### src/rtl/blsc_pkg.sv
// blsc_pkg: shared types and constants for the line stepper core
// no dependencies
package blsc_pkg;

  localparam int COORD_BITS = 12;
  localparam int ERR_BITS   = COORD_BITS + 2;

  typedef logic [COORD_BITS-1:0]      coord_t;
  typedef logic signed [ERR_BITS-1:0] err_t;

  typedef enum logic {
    CMD_START = 1'b0,
    CMD_NEXT  = 1'b1
  } cmd_e;

  // decoded command word passed from front to back
  typedef struct packed {
    cmd_e   op;
    coord_t sx;
    coord_t sy;
    coord_t major;
    coord_t minor;
    err_t   err_init;
    logic   dir_x_neg;
    logic   dir_y_neg;
    logic   x_major;
  } cmd_t;

  // result word
  typedef struct packed {
    coord_t x;
    coord_t y;
    logic   last;
    logic   none;
  } res_t;

endpackage

### src/rtl/blsc_front.sv
// blsc_front: classifies incoming words and decodes line endpoints
// depends on blsc_pkg
module blsc_front (
  input  logic            in_command,
  input  blsc_pkg::coord_t in_start_x,
  input  blsc_pkg::coord_t in_start_y,
  input  blsc_pkg::coord_t in_end_x,
  input  blsc_pkg::coord_t in_end_y,
  output blsc_pkg::cmd_t   cmd
);
  import blsc_pkg::*;

  logic   dxn, dyn, xm;
  coord_t adx, ady, maj, mnr;

  always_comb begin
    dxn = in_end_x < in_start_x;
    dyn = in_end_y < in_start_y;
    adx = dxn ? in_start_x - in_end_x : in_end_x - in_start_x;
    ady = dyn ? in_start_y - in_end_y : in_end_y - in_start_y;
    xm  = adx > ady;
    maj = xm ? adx : ady;
    mnr = xm ? ady : adx;

    cmd.op        = (in_command == CMD_NEXT) ? CMD_NEXT : CMD_START;
    cmd.sx        = in_start_x;
    cmd.sy        = in_start_y;
    cmd.major     = maj;
    cmd.minor     = mnr;
    // twice-scale decision variable: 2*minor - major
    cmd.err_init  = $signed({1'b0, mnr, 1'b0}) - $signed({2'b00, maj});
    cmd.dir_x_neg = dxn;
    cmd.dir_y_neg = dyn;
    cmd.x_major   = xm;
  end

endmodule

### src/rtl/blsc_cmd_queue.sv
// blsc_cmd_queue: two-entry queue of decoded commands between front and back
// depends on blsc_pkg
module blsc_cmd_queue (
  input  logic           clk,
  input  logic           rst_n,
  input  logic           push,
  input  blsc_pkg::cmd_t push_data,
  output logic           full,
  input  logic           pop,
  output logic           empty,
  output blsc_pkg::cmd_t head
);
  import blsc_pkg::*;

  cmd_t       mem_r [2];
  logic       wr_ptr_r, wr_ptr_nxt;
  logic       rd_ptr_r, rd_ptr_nxt;
  logic [1:0] count_r, count_nxt;
  logic       do_push, do_pop;

  assign full    = count_r == 2'd2;
  assign empty   = count_r == 2'd0;
  assign head    = mem_r[rd_ptr_r];
  assign do_push = push && !full;
  assign do_pop  = pop && !empty;

  always_comb begin
    wr_ptr_nxt = do_push ? ~wr_ptr_r : wr_ptr_r;
    rd_ptr_nxt = do_pop ? ~rd_ptr_r : rd_ptr_r;
    count_nxt  = count_r + {1'b0, do_push} - {1'b0, do_pop};
  end

  always_ff @(posedge clk) begin
    if (!rst_n) begin
      wr_ptr_r <= 1'b0;
      rd_ptr_r <= 1'b0;
      count_r  <= 2'd0;
    end else begin
      wr_ptr_r <= wr_ptr_nxt;
      rd_ptr_r <= rd_ptr_nxt;
      count_r  <= count_nxt;
    end
  end

  always_ff @(posedge clk) begin
    if (do_push) begin
      mem_r[wr_ptr_r] <= push_data;
    end
  end

endmodule

### src/rtl/blsc_back.sv
// blsc_back: line stepping engine with a two-entry result queue
// depends on blsc_pkg
module blsc_back (
  input  logic             clk,
  input  logic             rst_n,
  input  logic             cmd_empty,
  input  blsc_pkg::cmd_t   cmd,
  output logic             cmd_pop,
  output logic             out_empty,
  input  logic             out_pop,
  output blsc_pkg::coord_t out_pixel_x,
  output blsc_pkg::coord_t out_pixel_y,
  output logic             out_is_last,
  output logic             out_no_line
);
  import blsc_pkg::*;

  coord_t cur_x_r, cur_x_nxt;
  coord_t cur_y_r, cur_y_nxt;
  err_t   err_r, err_nxt;
  coord_t major_r, major_nxt;
  coord_t minor_r, minor_nxt;
  logic   dxn_r, dxn_nxt;
  logic   dyn_r, dyn_nxt;
  logic   xm_r, xm_nxt;
  coord_t steps_r, steps_nxt;
  logic   busy_r, busy_nxt;

  res_t       res_mem_r [2];
  logic       res_wr_r, res_rd_r;
  logic [1:0] res_cnt_r, res_cnt_nxt;
  logic       res_push, res_pop;
  res_t       res;

  logic                step_minor;
  logic [ERR_BITS:0]   err_ext;

  assign cmd_pop = !cmd_empty && (res_cnt_r != 2'd2);
  assign res_push = cmd_pop;

  always_comb begin
    cur_x_nxt  = cur_x_r;
    cur_y_nxt  = cur_y_r;
    err_nxt    = err_r;
    major_nxt  = major_r;
    minor_nxt  = minor_r;
    dxn_nxt    = dxn_r;
    dyn_nxt    = dyn_r;
    xm_nxt     = xm_r;
    steps_nxt  = steps_r;
    busy_nxt   = busy_r;
    step_minor = !err_r[ERR_BITS-1];
    err_ext    = '0;
    res        = '0;

    case (cmd.op)
      CMD_START: begin
        cur_x_nxt = cmd.sx;
        cur_y_nxt = cmd.sy;
        err_nxt   = cmd.err_init;
        major_nxt = cmd.major;
        minor_nxt = cmd.minor;
        dxn_nxt   = cmd.dir_x_neg;
        dyn_nxt   = cmd.dir_y_neg;
        xm_nxt    = cmd.x_major;
        steps_nxt = cmd.major;
        busy_nxt  = cmd.major != '0;
        res.x     = cmd.sx;
        res.y     = cmd.sy;
        res.last  = cmd.major == '0;
        res.none  = 1'b0;
      end
      CMD_NEXT: begin
        if (!busy_r) begin
          res.none = 1'b1;
        end else begin
          // major axis always steps, minor axis when the error is not negative
          if (xm_r || step_minor) begin
            cur_x_nxt = dxn_r ? cur_x_r - coord_t'(1) : cur_x_r + coord_t'(1);
          end
          if (!xm_r || step_minor) begin
            cur_y_nxt = dyn_r ? cur_y_r - coord_t'(1) : cur_y_r + coord_t'(1);
          end
          err_ext = {err_r[ERR_BITS-1], err_r}
                    - (step_minor ? {2'b00, major_r, 1'b0} : '0)
                    + {2'b00, minor_r, 1'b0};
          err_nxt   = $signed(err_ext[ERR_BITS-1:0]);
          steps_nxt = steps_r - coord_t'(1);
          busy_nxt  = steps_nxt != '0;
          res.x     = cur_x_nxt;
          res.y     = cur_y_nxt;
          res.last  = steps_nxt == '0;
          res.none  = 1'b0;
        end
      end
      default: begin
        res.none = 1'b1;
      end
    endcase
  end

  always_ff @(posedge clk) begin
    if (!rst_n) begin
      busy_r <= 1'b0;
    end else if (cmd_pop) begin
      busy_r <= busy_nxt;
    end
  end

  always_ff @(posedge clk) begin
    if (cmd_pop) begin
      cur_x_r <= cur_x_nxt;
      cur_y_r <= cur_y_nxt;
      err_r   <= err_nxt;
      major_r <= major_nxt;
      minor_r <= minor_nxt;
      dxn_r   <= dxn_nxt;
      dyn_r   <= dyn_nxt;
      xm_r    <= xm_nxt;
      steps_r <= steps_nxt;
    end
  end

  // result queue
  assign res_pop     = out_pop && (res_cnt_r != 2'd0);
  assign out_empty   = res_cnt_r == 2'd0;
  assign out_pixel_x = res_mem_r[res_rd_r].x;
  assign out_pixel_y = res_mem_r[res_rd_r].y;
  assign out_is_last = res_mem_r[res_rd_r].last;
  assign out_no_line = res_mem_r[res_rd_r].none;
  assign res_cnt_nxt = res_cnt_r + {1'b0, res_push} - {1'b0, res_pop};

  always_ff @(posedge clk) begin
    if (!rst_n) begin
      res_wr_r  <= 1'b0;
      res_rd_r  <= 1'b0;
      res_cnt_r <= 2'd0;
    end else begin
      res_wr_r  <= res_push ? ~res_wr_r : res_wr_r;
      res_rd_r  <= res_pop ? ~res_rd_r : res_rd_r;
      res_cnt_r <= res_cnt_nxt;
    end
  end

  always_ff @(posedge clk) begin
    if (res_push) begin
      res_mem_r[res_wr_r] <= res;
    end
  end

endmodule

### src/rtl/bresenham_line_stepper_core.sv
// bresenham_line_stepper_core: line rasterizer, one pixel word per command word
// depends on blsc_pkg, blsc_front, blsc_cmd_queue, blsc_back
//
// input channel: push a command word while full is low; command start loads
// both endpoints and returns the start pixel, command next returns the
// following pixel along the line, the endpoint flagged by is_last. a next
// with no line loaded returns no_line with zero coordinates.
// result channel: while empty is low the oldest pixel word is on the out_
// ports; pop takes it. every command word yields exactly one result word.
// a command word is decoded before the edge that accepts it into the
// command queue; the back end steps it as it pops it from that queue and
// writes the result word into the result queue that drives the out_ ports.
// throughput: one word per cycle while neither queue stalls; the engine's error
// update is one add, one compare and one subtract in combinational logic.
// stalls: a two-entry command queue and a two-entry result queue let the
// sides stall on their own; with pop held low the engine stops when the
// result queue fills, and full rises once the command queue fills too.
// reset: synchronous active-low rst_n empties both queues and drops any line.
module bresenham_line_stepper_core (
  input  logic             clk,
  input  logic             rst_n,
  input  logic             push,
  output logic             full,
  input  logic             in_command,
  input  blsc_pkg::coord_t in_start_x,
  input  blsc_pkg::coord_t in_start_y,
  input  blsc_pkg::coord_t in_end_x,
  input  blsc_pkg::coord_t in_end_y,
  output logic             empty,
  input  logic             pop,
  output blsc_pkg::coord_t out_pixel_x,
  output blsc_pkg::coord_t out_pixel_y,
  output logic             out_is_last,
  output logic             out_no_line
);
  import blsc_pkg::*;

  cmd_t dec_cmd;
  cmd_t q_head;
  logic q_empty;
  logic q_pop;

  blsc_front u_front (
    .in_command (in_command),
    .in_start_x (in_start_x),
    .in_start_y (in_start_y),
    .in_end_x   (in_end_x),
    .in_end_y   (in_end_y),
    .cmd        (dec_cmd)
  );

  blsc_cmd_queue u_cmd_queue (
    .clk       (clk),
    .rst_n     (rst_n),
    .push      (push),
    .push_data (dec_cmd),
    .full      (full),
    .pop       (q_pop),
    .empty     (q_empty),
    .head      (q_head)
  );

  blsc_back u_back (
    .clk         (clk),
    .rst_n       (rst_n),
    .cmd_empty   (q_empty),
    .cmd         (q_head),
    .cmd_pop     (q_pop),
    .out_empty   (empty),
    .out_pop     (pop),
    .out_pixel_x (out_pixel_x),
    .out_pixel_y (out_pixel_y),
    .out_is_last (out_is_last),
    .out_no_line (out_no_line)
  );

endmodule

### config.mk
export PLATFORM = sky130hd
export DESIGN_NAME = bresenham_line_stepper_core
export DESIGN_NICKNAME = d
export VERILOG_FILES = /design/src/rtl/blsc_pkg.sv /design/src/rtl/blsc_front.sv /design/src/rtl/blsc_cmd_queue.sv /design/src/rtl/blsc_back.sv /design/src/rtl/bresenham_line_stepper_core.sv
export SDC_FILE = /design/constraint.sdc
export NUM_CORES = 1
export LEC_CHECK = 0
export ABC_AREA = 1
export BUFFER_PORTS_ARGS = -buffer_cell sky130_fd_sc_hd__buf_2
export CAP_MARGIN = 15
export CORE_UTILIZATION = 56
export CTS_CLUSTER_SIZE = 30
export DETAILED_ROUTE_END_ITERATION = 16
export PLACE_DENSITY = 0.77
export SYNTH_ARGS = -nofsm -noshare
export SYNTH_HDL_FRONTEND = slang
export SYNTH_SLANG_ARGS = --single-unit
### constraint.sdc
create_clock -name clk -period 5.77 [get_ports clk]
set_clock_uncertainty 0.15 [all_clocks]
set_input_delay 0.577 -clock clk [delete_from_list [all_inputs] [get_ports clk]]
set_output_delay 0.577 -clock clk [all_outputs]
set_load 0.03 [all_outputs]
**After elaboration in Yosys (flattened, before gate mapping)**

Memory sizes are Yosys's and may differ from the RTL's. A register that Yosys moved wholly into a read port is not among the register bits.
Cells that the tools add are included.

- Bits in registers: 86
- Memory bits (writable): 184
- Output and inout bits: 28
- Memories kept: 2

- $add $sub $neg: 16
- Order comparisons: 3
- Equality and inequality tests: 3
- Multiplexer cells: 31
- Bitwise operators: 5
- Reductions and logical operators: 19

Memory list:

| name | words | width | read ports | clocked after memory_dff | write ports | RTL line | source |
|---|---|---|---|---|---|---|---|
| u_cmd_queue.mem_r | 2 | 66 | 1 | 1 | 1 | blsc_cmd_queue.sv:15 | `cmd_t mem_r [2];` |
| u_back.res_mem_r | 2 | 26 | 1 | 1 | 1 | blsc_back.sv:29 | `res_t res_mem_r [2];` |

Operator list:

| operator | number |
|---|---|
| $mux 12 | 11 |
| $pmux 12 s2 | 3 |
| $pmux 26 s2 | 1 |
| $sub 12x12->12 | 4 |
| $sub 12x1->12 const B | 3 |
| $pmux 14 s2 | 1 |
| $mux 25 | 1 |
| $add 12x1->12 const B | 2 |
| $logic_not 12->1 | 2 |
| $lt 12x12->1 | 2 |
| $reduce_bool 12->1 | 2 |
| $add 14x13->14 | 1 |
| $mux 14 | 1 |
| $sub 13x12->14 | 1 |
| $sub 14x13->14 | 1 |
| $mux 13 | 1 |
| $gt 12x12->1 | 1 |
| $mux 1 | 11 |
| $not 1->1 | 5 |
| $add 2x1->2 | 2 |
| $logic_and 1x1->1 | 4 |
| $logic_not 1->1 | 4 |
| $logic_not 2->1 | 2 |
| $ne 2x2->1 const B | 2 |
| other kinds (6) | 9 |

**Longest topological paths before layout**

Gate-level depths: netlist of run 1.

- Depth in word-level cells: 6
- Depth in mapped cells: 39
- Mapped depth without buffers: 37

**Hierarchy**

Synthesis of run 1 repeated with hierarchy kept, for this count alone.

- Cell total of the unflattened synthesis: 1836
- Area total of the unflattened synthesis: 17307.8 um^2

By module, submodules not included:

| module | times used | cells an instance | area each (um^2) | sequential area each (um^2) |
|---|---|---|---|---|
| blsc_back | 1 | 870 | 8049.0 | 3963.8 |
| blsc_cmd_queue | 1 | 243 | 5171.2 | 4063.9 |
| blsc_front | 1 | 723 | 4087.7 | 0.0 |

**Worst setup path before layout of run 1**

OpenSTA, ideal clock, no wires.

- Kind: input -> register
- From: input in_end_x[0]
- To: memory u_cmd_queue.mem_r[0][13] in the netlist's numbering (data pin)
- Library setup time: 0.264 ns
- Arrival: 5.073 ns
- Data required time: 5.356 ns
- Setup slack: 0.283 ns
- Stages: 36
- Buffers on the path: 3
- Cell sequence: inv_1 -> ha_1 -> inv_1 -> fa_1 -> nand2_1 -> nand2_2 -> nand3_2 -> inv_1 -> nor2_2 -> buf_6 -> nand3_1 -> a21oi_1 -> a21oi_2 -> xor2_1 -> ha_1 -> nand2_1 -> inv_1 -> nand2_1 -> inv_1 -> nand2_1 -> nand3_1 -> nand2_4 -> buf_2 -> buf_1 -> o21ai_0 -> fa_1 -> nand3_1 -> nand2_1 -> a21o_1 -> a21oi_1 -> nor2_1 -> o21ai_2 -> nand2_2 -> nand2_1 -> nand2_1 -> xor2_1

RTL lines:

| element | RTL line | source |
|---|---|---|
| start: declaration | bresenham_line_stepper_core.sv:27 | `input blsc_pkg::coord_t in_end_x,` |
| end: declaration | blsc_cmd_queue.sv:15 |  |

==> results of run 1 <==
==> area by class of cell <==
cell class	instances	area share (%)
Sequential cell	269	44.2
Multi-Input combinational cell	1167	39.3
Inverter	262	5.46
Clock buffer	31	3.95
Timing Repair Buffer	114	3.68
Tap cell	378	2.63
Clock inverter	17	0.764
Antenna cell	1	0.0139
==> power by group through the flow <==
stage	sequential [W]	clock [W]	combinational (W)
2_1_floorplan	0.00364	0	0.00460
3_3_place_gp	0.00374	0	0.00589
3_5_place_dp	0.00378	0	0.00610
4_1_cts	0.00375	0.00169	0.00616
5_1_grt	0.00381	0.00176	0.00699
6_report	0.00374	0.00167	0.00622
==> routing by layer <==
| layer | vias up | GRT usage (%) | part of all wire (%) |
|---|---|---|---|
| met4 | 2 | 8.58 | 2.9 |
| met1 | 5646 | 35.4 | 44 |
| li1 | 5984 | - | - |
| met3 | 68 | 2.91 | 6.6 |
| met5 | - | 0 | 0.035 |
| met2 | 409 | 42.7 | 46 |
==> path summary, 6_finish.rpt <==
path / to / cells past startpoint / from / slack (ns)
max: u_cmd_queue.mem_r[0][14] / 35 / in_end_y[0] / 0.56
min: u_cmd_queue.mem_r[1][65] / 1 / in_command / 0.08
max reg2reg: u_back.err_r[13] / 14 / u_back.err_r[13] / 2.22
min reg2reg: u_cmd_queue.rd_ptr_r / 1 / u_cmd_queue.rd_ptr_r / 0.31
==> cells in the mapped netlist (all sizes together) <==
library cell    n  area (µm²)
mux2i           5        50.1
o211ai         23         178
xnor2          19         181
a31oi          13        81.3
nand2         493        1910
nand4          16         100
o21bai          4        30.0
xor2           38         333
a21oi          91         482
ha            105        1310
nor3           12        60.1
a21o            8        60.1
o21a           11        82.6
fa             20         400
edfxtp        258        7750
dfxtp          11         220
a211oi          4        30.0
o21ai          92         494
a32oi           2        17.5
nor3b           1        7.51
o221ai          1        15.0
clkbuf         18        67.6
or2            18         113
mux2           26         293
o32ai           2        17.5
o22ai           1        6.26
inv           261         980
nand3          66         368
nor4            3        18.8
nor2           89         362
clkinv          1        3.75
buf            26         143
and2            4        26.3
==> kinds of logic after synthesis <==
family	count (synthesis)	synth area share [%]
buffers and inverters	306	7.37
AOI/OAI and AO/OA	252	9.23
DFF	269	49.2
adders and majority gates	125	10.6
and+or+nand+nor	702	18.3
xor gates and xnor gates	57	3.18
muxes	31	2.12
==> cells in the final DEF, fill, tap and decap left out, types with 38 or more instances in the layout <==
| cell | count |
|---|---|
| xor2_1 | 38 |
| nor2_1 | 76 |
| nand2_1 | 472 |
| edfxtp_1 | 258 |
| a21oi_1 | 86 |
| inv_1 | 251 |
| ha_1 | 105 |
| o21ai_0 | 75 |
| nand3_1 | 60 |
| buf_2 | 80 |
==> registers in the layout, indices dropped and copies added (netlist names), named ones only <==
register              flops
u_cmd_queue.count_r       2
u_back.busy_r             1
u_back.res_cnt_r          2
u_back.xm_r               1
u_back.err_r             13
u_back.cur_y_r           12
u_back.res_rd_r           1
u_cmd_queue.mem_r       130
u_cmd_queue.wr_ptr_r      1
u_back.minor_r           12
u_back.cur_x_r           12
u_back.res_mem_r         52
u_back.steps_r           12
u_back.dyn_r              1
u_back.res_wr_r           1
u_back.dxn_r              1
u_cmd_queue.rd_ptr_r      1
u_back.major_r           12
==> metrics by stage <==
step / std cells / total power [W] / area [µm²] / util [%] / worst slack [ns]
3_5_place_dp: 2189 / 0.00988 / 17100 / 61.1 / 0.0586
2_1_floorplan: 1742 / 0.00824 / 16200 / - / 0.283
5_1_grt: 2239 / 0.0126 / 18000 / 64.1 / 0.188
3_3_place_gp: 2189 / 0.00963 / 17100 / 61.1 / 0.122
4_1_cts: 2237 / 0.0116 / 18000 / 64.1 / 0.605
6_report: 2239 / 0.0116 / 18000 / 64.1 / 0.558
==> reports/results.ini, run 1 <==
[placed_design]
dp_hpwl_mm = 27.3
gp_congestion = 0.935
portBuffers = 80

[route]
antenna_left = 0
drtPass1Iterations = 5
remaining_drc_errors = 0
via_count = 12100
viasPerCell = 5.41
first_iter_violations = 943
wl_per_cell_um = 16.7
wl_mm = 37.3

[timing]
hold_violations = 0
clock.fmax_mhz = 192
period_needed_ns = 5.21
slew-limit-headroom_pct = 35.0
worst_pin_slew_ns = 0.974
min_period_over_period_pct = 90.3
rsz0062_at_grt = no
finalSetupTns_ns = 0
hold_slack_ns = 0.0821
setup_violations = 0
slew_viol_final = 0

[critical_path]
worst-path-buf-inv = 6
startpoint_type = primary input
worstSetupPathType = in2reg
crit_top_cell = nand2_1
cp_max_fo = 16
path_delay_family = simple AND/OR/NAND/NOR gates
cp-end-kind = flop
crit_required_ns = 5.91
arrival_ns = 5.35
cp_slowest_cell = fa_1
slowest_delay_ns = 0.41

[clock_network]
clk_transition_reported_paths_ns = 0.06
clock-root-buffer = clkbuf_16
clock_tree.buffer_depth = 3
cts_setup_buffers = 0
cts_tree = yes
clock_latency_ns = 0.55
htreeDepth = 1
ctsResizeCount = 0
cts_made_buffers = 28
clock_sink_count = 269
hold_buffers = 0

[yosys]
yosysSeqAreaShare_pct = 49.2
syn_inst = 1742
ys_ff_latch = 269
syn_area_um2 = 16200
yosysWarnings = 0
synth.distinct_cells = 52
synth_nets = 1920
avgSynthCellArea_um2 = 9.30

[floorplanning]
core_area_um2 = 28100
dieArea_um2 = 29600
die_x_um = 172
num_io_pins = 81
die_h_um = 172
initial_core_util_pct = 57.7
rows = 61

[run_status]
status = finished, final reports clean

[power_and_ir_drop]
combPwrFrac_pct = 53.5
p_switching_w = 0.00512
seq_power_share_pct = 32.2
power_frac_clock_pct = 14.4
p_leak_nw = 8.21
power.internal_w = 0.00652
ir_worst_vdd_v = 0.000331
power_per_cell_area_nw_per_um2 = 646
p_sw_share_pct = 44.0

[layout]
syn2layout_area_growth_pct = 11.2
drive_gt1_share_pct = 14.4
fillCellCount = 2280
multi_input_area_um2 = 7070
nets = 2020
seq_area_um2 = 7970

[global_route]
grt_pass1_wl_mm = 59.0
grt_pass1_vias = 11700
grt_max_degree = 67
track_usage_pct = 25.8
grt_antenna_before_repair = 2
grt-ovfl-total = 0

[flow_run]
drv_cap = 0

[worst_hold_path]
hp-class = in2reg

Power figures use the tool's default switching activity.
==> run 2: changes to the inputs <==
--- a/config.mk
+++ b/config.mk
@@ -8,10 +8,13 @@
 export ABC_AREA = 1
 export BUFFER_PORTS_ARGS = -buffer_cell sky130_fd_sc_hd__buf_2
 export CAP_MARGIN = 15
-export CORE_UTILIZATION = 56
+export CORE_UTILIZATION = 58
+export CTS_BUF_LIST = sky130_fd_sc_hd__clkbuf_8
 export CTS_CLUSTER_SIZE = 30
 export DETAILED_ROUTE_END_ITERATION = 16
-export PLACE_DENSITY = 0.77
+export PLACE_DENSITY = 0.79
+export RECOVER_POWER = 50
+export SKIP_LAST_GASP = 1
 export SYNTH_ARGS = -nofsm -noshare
 export SYNTH_HDL_FRONTEND = slang
 export SYNTH_SLANG_ARGS = --single-unit
==> reports/results.ini, run 2 (synthesis gave the netlist of run 1 again) <==
[run_status]
status = finished, violations left
violations = max-capacitance violations, max-slew violations

[layout]
layout_commonest_cell = nand2_1
drive_gt1_share_pct = 12.4  ; -2.0 points
syn2layout_area_growth_pct = 10.5
nets = 2029  ; +0.45%
fillCellCount = 2267  ; -0.57%
largest-register = u_cmd_queue.mem_r
final_cell_mix = nand2_1, inv_1, edfxtp_1
largest_register_ffs = 130  ; unchanged
reg_top3 = u_cmd_queue.mem_r: 130 flops, u_back.res_mem_r: 52 flops, u_back.err_r: 13 flops

[timing]
finalSetupTns_ns = 0  ; unchanged
slew-limit-headroom_pct = -172  ; -210 points
slew_viol_final = 209  ; +209
worst_pin_slew_ns = 4.08  ; +3.11 ns
hold_violations = 0  ; unchanged
clock.fmax_mhz = 191  ; -0.68%
min_period_over_period_pct = 90.9  ; +0.62 points
rsz0062_at_grt = no
setup_violations = 0  ; unchanged
period_needed_ns = 5.25  ; +0.0357 ns

[global_route]
track_usage_pct = 27.5  ; +1.7 points
grt_max_degree = 84  ; +25%
met3_usage_pct = 3.65  ; +0.74 points
gr-usage-met1_pct = 35.7  ; +0.25 points
grt_pass1_wl_mm = 61.3  ; +3.9%
top_usage_layer = met2
grt-ovfl-total = 0  ; unchanged
use_met2_pct = 47.8  ; +5.1 points
grt_antenna_before_repair = 1  ; -1
grt_pass1_vias = 12100  ; +3.5%

[clock_network]
ctsResizeCount = 0  ; unchanged
clock-root-buffer = clkbuf_8
clk_transition_reported_paths_ns = 0.06  ; about the same
clock_latency_ns = 0.57  ; +0.02 ns
cts_tree = yes
htreeDepth = 2  ; +1
cts_setup_buffers = 0  ; unchanged
hold_buffers = 0  ; unchanged
cts_made_buffers = 46  ; +64%
clock_tree.buffer_depth = 3  ; unchanged
clock_sink_count = 269  ; unchanged

[power_and_ir_drop]
p_leak_nw = 8.17  ; -0.49%
power_w = 0.0116  ; about the same
ir_worst_vdd_v = 0.000344  ; +4.1%
power_per_cell_area_nw_per_um2 = 651  ; +0.69%

[floorplanning]
core_area_um2 = 27200  ; -3.2%
rows = 60  ; -1.6%
initial_core_util_pct = 59.6  ; +1.9 points
die_x_um = 169  ; -1.7%
dieArea_um2 = 28600  ; -3.4%
die_h_um = 169  ; -1.7%
num_io_pins = 81  ; unchanged

[critical_path]
cp-end-kind = flop
cp_max_fo = 32  ; +16
worstSetupPathType = in2reg
path_depth = 29  ; -17%
cp_slowest_cell = o21ai_0
slowest_delay_ns = 0.54  ; +0.13 ns
path_delay_family = simple AND/OR/NAND/NOR gates
crit_top_cell = nand2_1
crit_required_ns = 5.94  ; +0.03 ns
worst-path-buf-inv = 5  ; -1
arrival_ns = 5.42  ; +0.07 ns
startpoint_type = primary input
ff2ff_path_depth = 8  ; -6

[placed_design]
gp_congestion = 0.912  ; -2.5%
dp_hpwl_mm = 27.6  ; +1.2%
portBuffers = 80  ; unchanged

[flow_run]
drv_cap = 5  ; +5

[route]
via_count = 12300  ; +1.6%
wl_per_cell_um = 16.9  ; +1.5%
antenna_left = 0  ; unchanged
wl_mm = 38.1  ; +2.3%
drtPass1Iterations = 6  ; +1
first_iter_violations = 917  ; -2.8%
viasPerCell = 5.45  ; +0.74%
remaining_drc_errors = 0  ; unchanged

[worst_hold_path]
hp-class = in2reg
hold_depth = 1  ; unchanged

run 2: changes by cell type in the layout (fill, tap and decap cells not counted), sizes merged:
| cell | before | now |
|---|---|---|
| inv | 263 | 279 |
| clkinv | 11 | 14 |
| clkbuf | 31 | 77 |
| buf | 114 | 74 |
| clkinvlp | 4 | 1 |
| bufinv | 1 | 3 |
run 2: layout make-up:
| cell class | count | area, µm² | area share, % |
|---|---|---|---|
| Timing Repair Buffer | 105 | 557 | 3.11 |
| Clock inverter | 35 | 234 | 1.31 |
| Antenna cell | 1 | 2.50 | 0.0140 |
| Tap cell | 372 | 465 | 2.60 |
| Clock buffer | 46 | 633 | 3.54 |
| Sequential cell | 269 | 7970 | 44.5 |
| Multi-Input combinational cell | 1167 | 7050 | 39.4 |
| Inverter | 262 | 983 | 5.50 |
run 2: per-layer routing:
metal	vias up	routed length (µm)
met3	74	2210
met4	0	1000
met5	-	0
met1	5792	16500
met2	416	18400
li1	6015	-
run 2: worst reg2reg max path, delay by kind of cell (launching register included):
| kind | cells | cell delay (ns) |
|---|---|---|
| and+or+nand+nor | 5 | 0.54 |
| AOI/OAI and AO/OA | 1 | 0.57 |
| buffers and inverters | 2 | 2.58 |
| DFF | 1 | 0.36 |
run 2: through the flow:
step	hold WS (ns)	setup WS, ns	utilization (%)	cell area (µm²)	std cells
after global routing	0.0777	0.0705	65.8	17900	2257
after global placement	0.285	0.0655	62.8	17100	2174
after CTS	0.0387	0.592	66.0	17900	2255
after floorplan	0.275	0.283	-	16200	1742
after detailed placement	0.295	0.0106	62.8	17100	2174
final	0.0927	0.523	65.8	17900	2257
run 2: path summary, 6_finish.rpt:
kind	end	from	slack [ns]
max	u_cmd_queue.mem_r[0][15]	in_start_y[2]	0.52
min reg2reg	u_cmd_queue.rd_ptr_r	u_cmd_queue.rd_ptr_r	0.31
min	u_cmd_queue.mem_r[1][53]	in_start_x[0]	0.09
max reg2reg	u_back.res_mem_r[1][1]	flop	1.28
run 2: power by group:
group / switching [W] / internal (W)
sequential: 0.000283 / 0.00343
combinational: 0.00413 / 0.00215
clock: 0.000766 / 0.000878
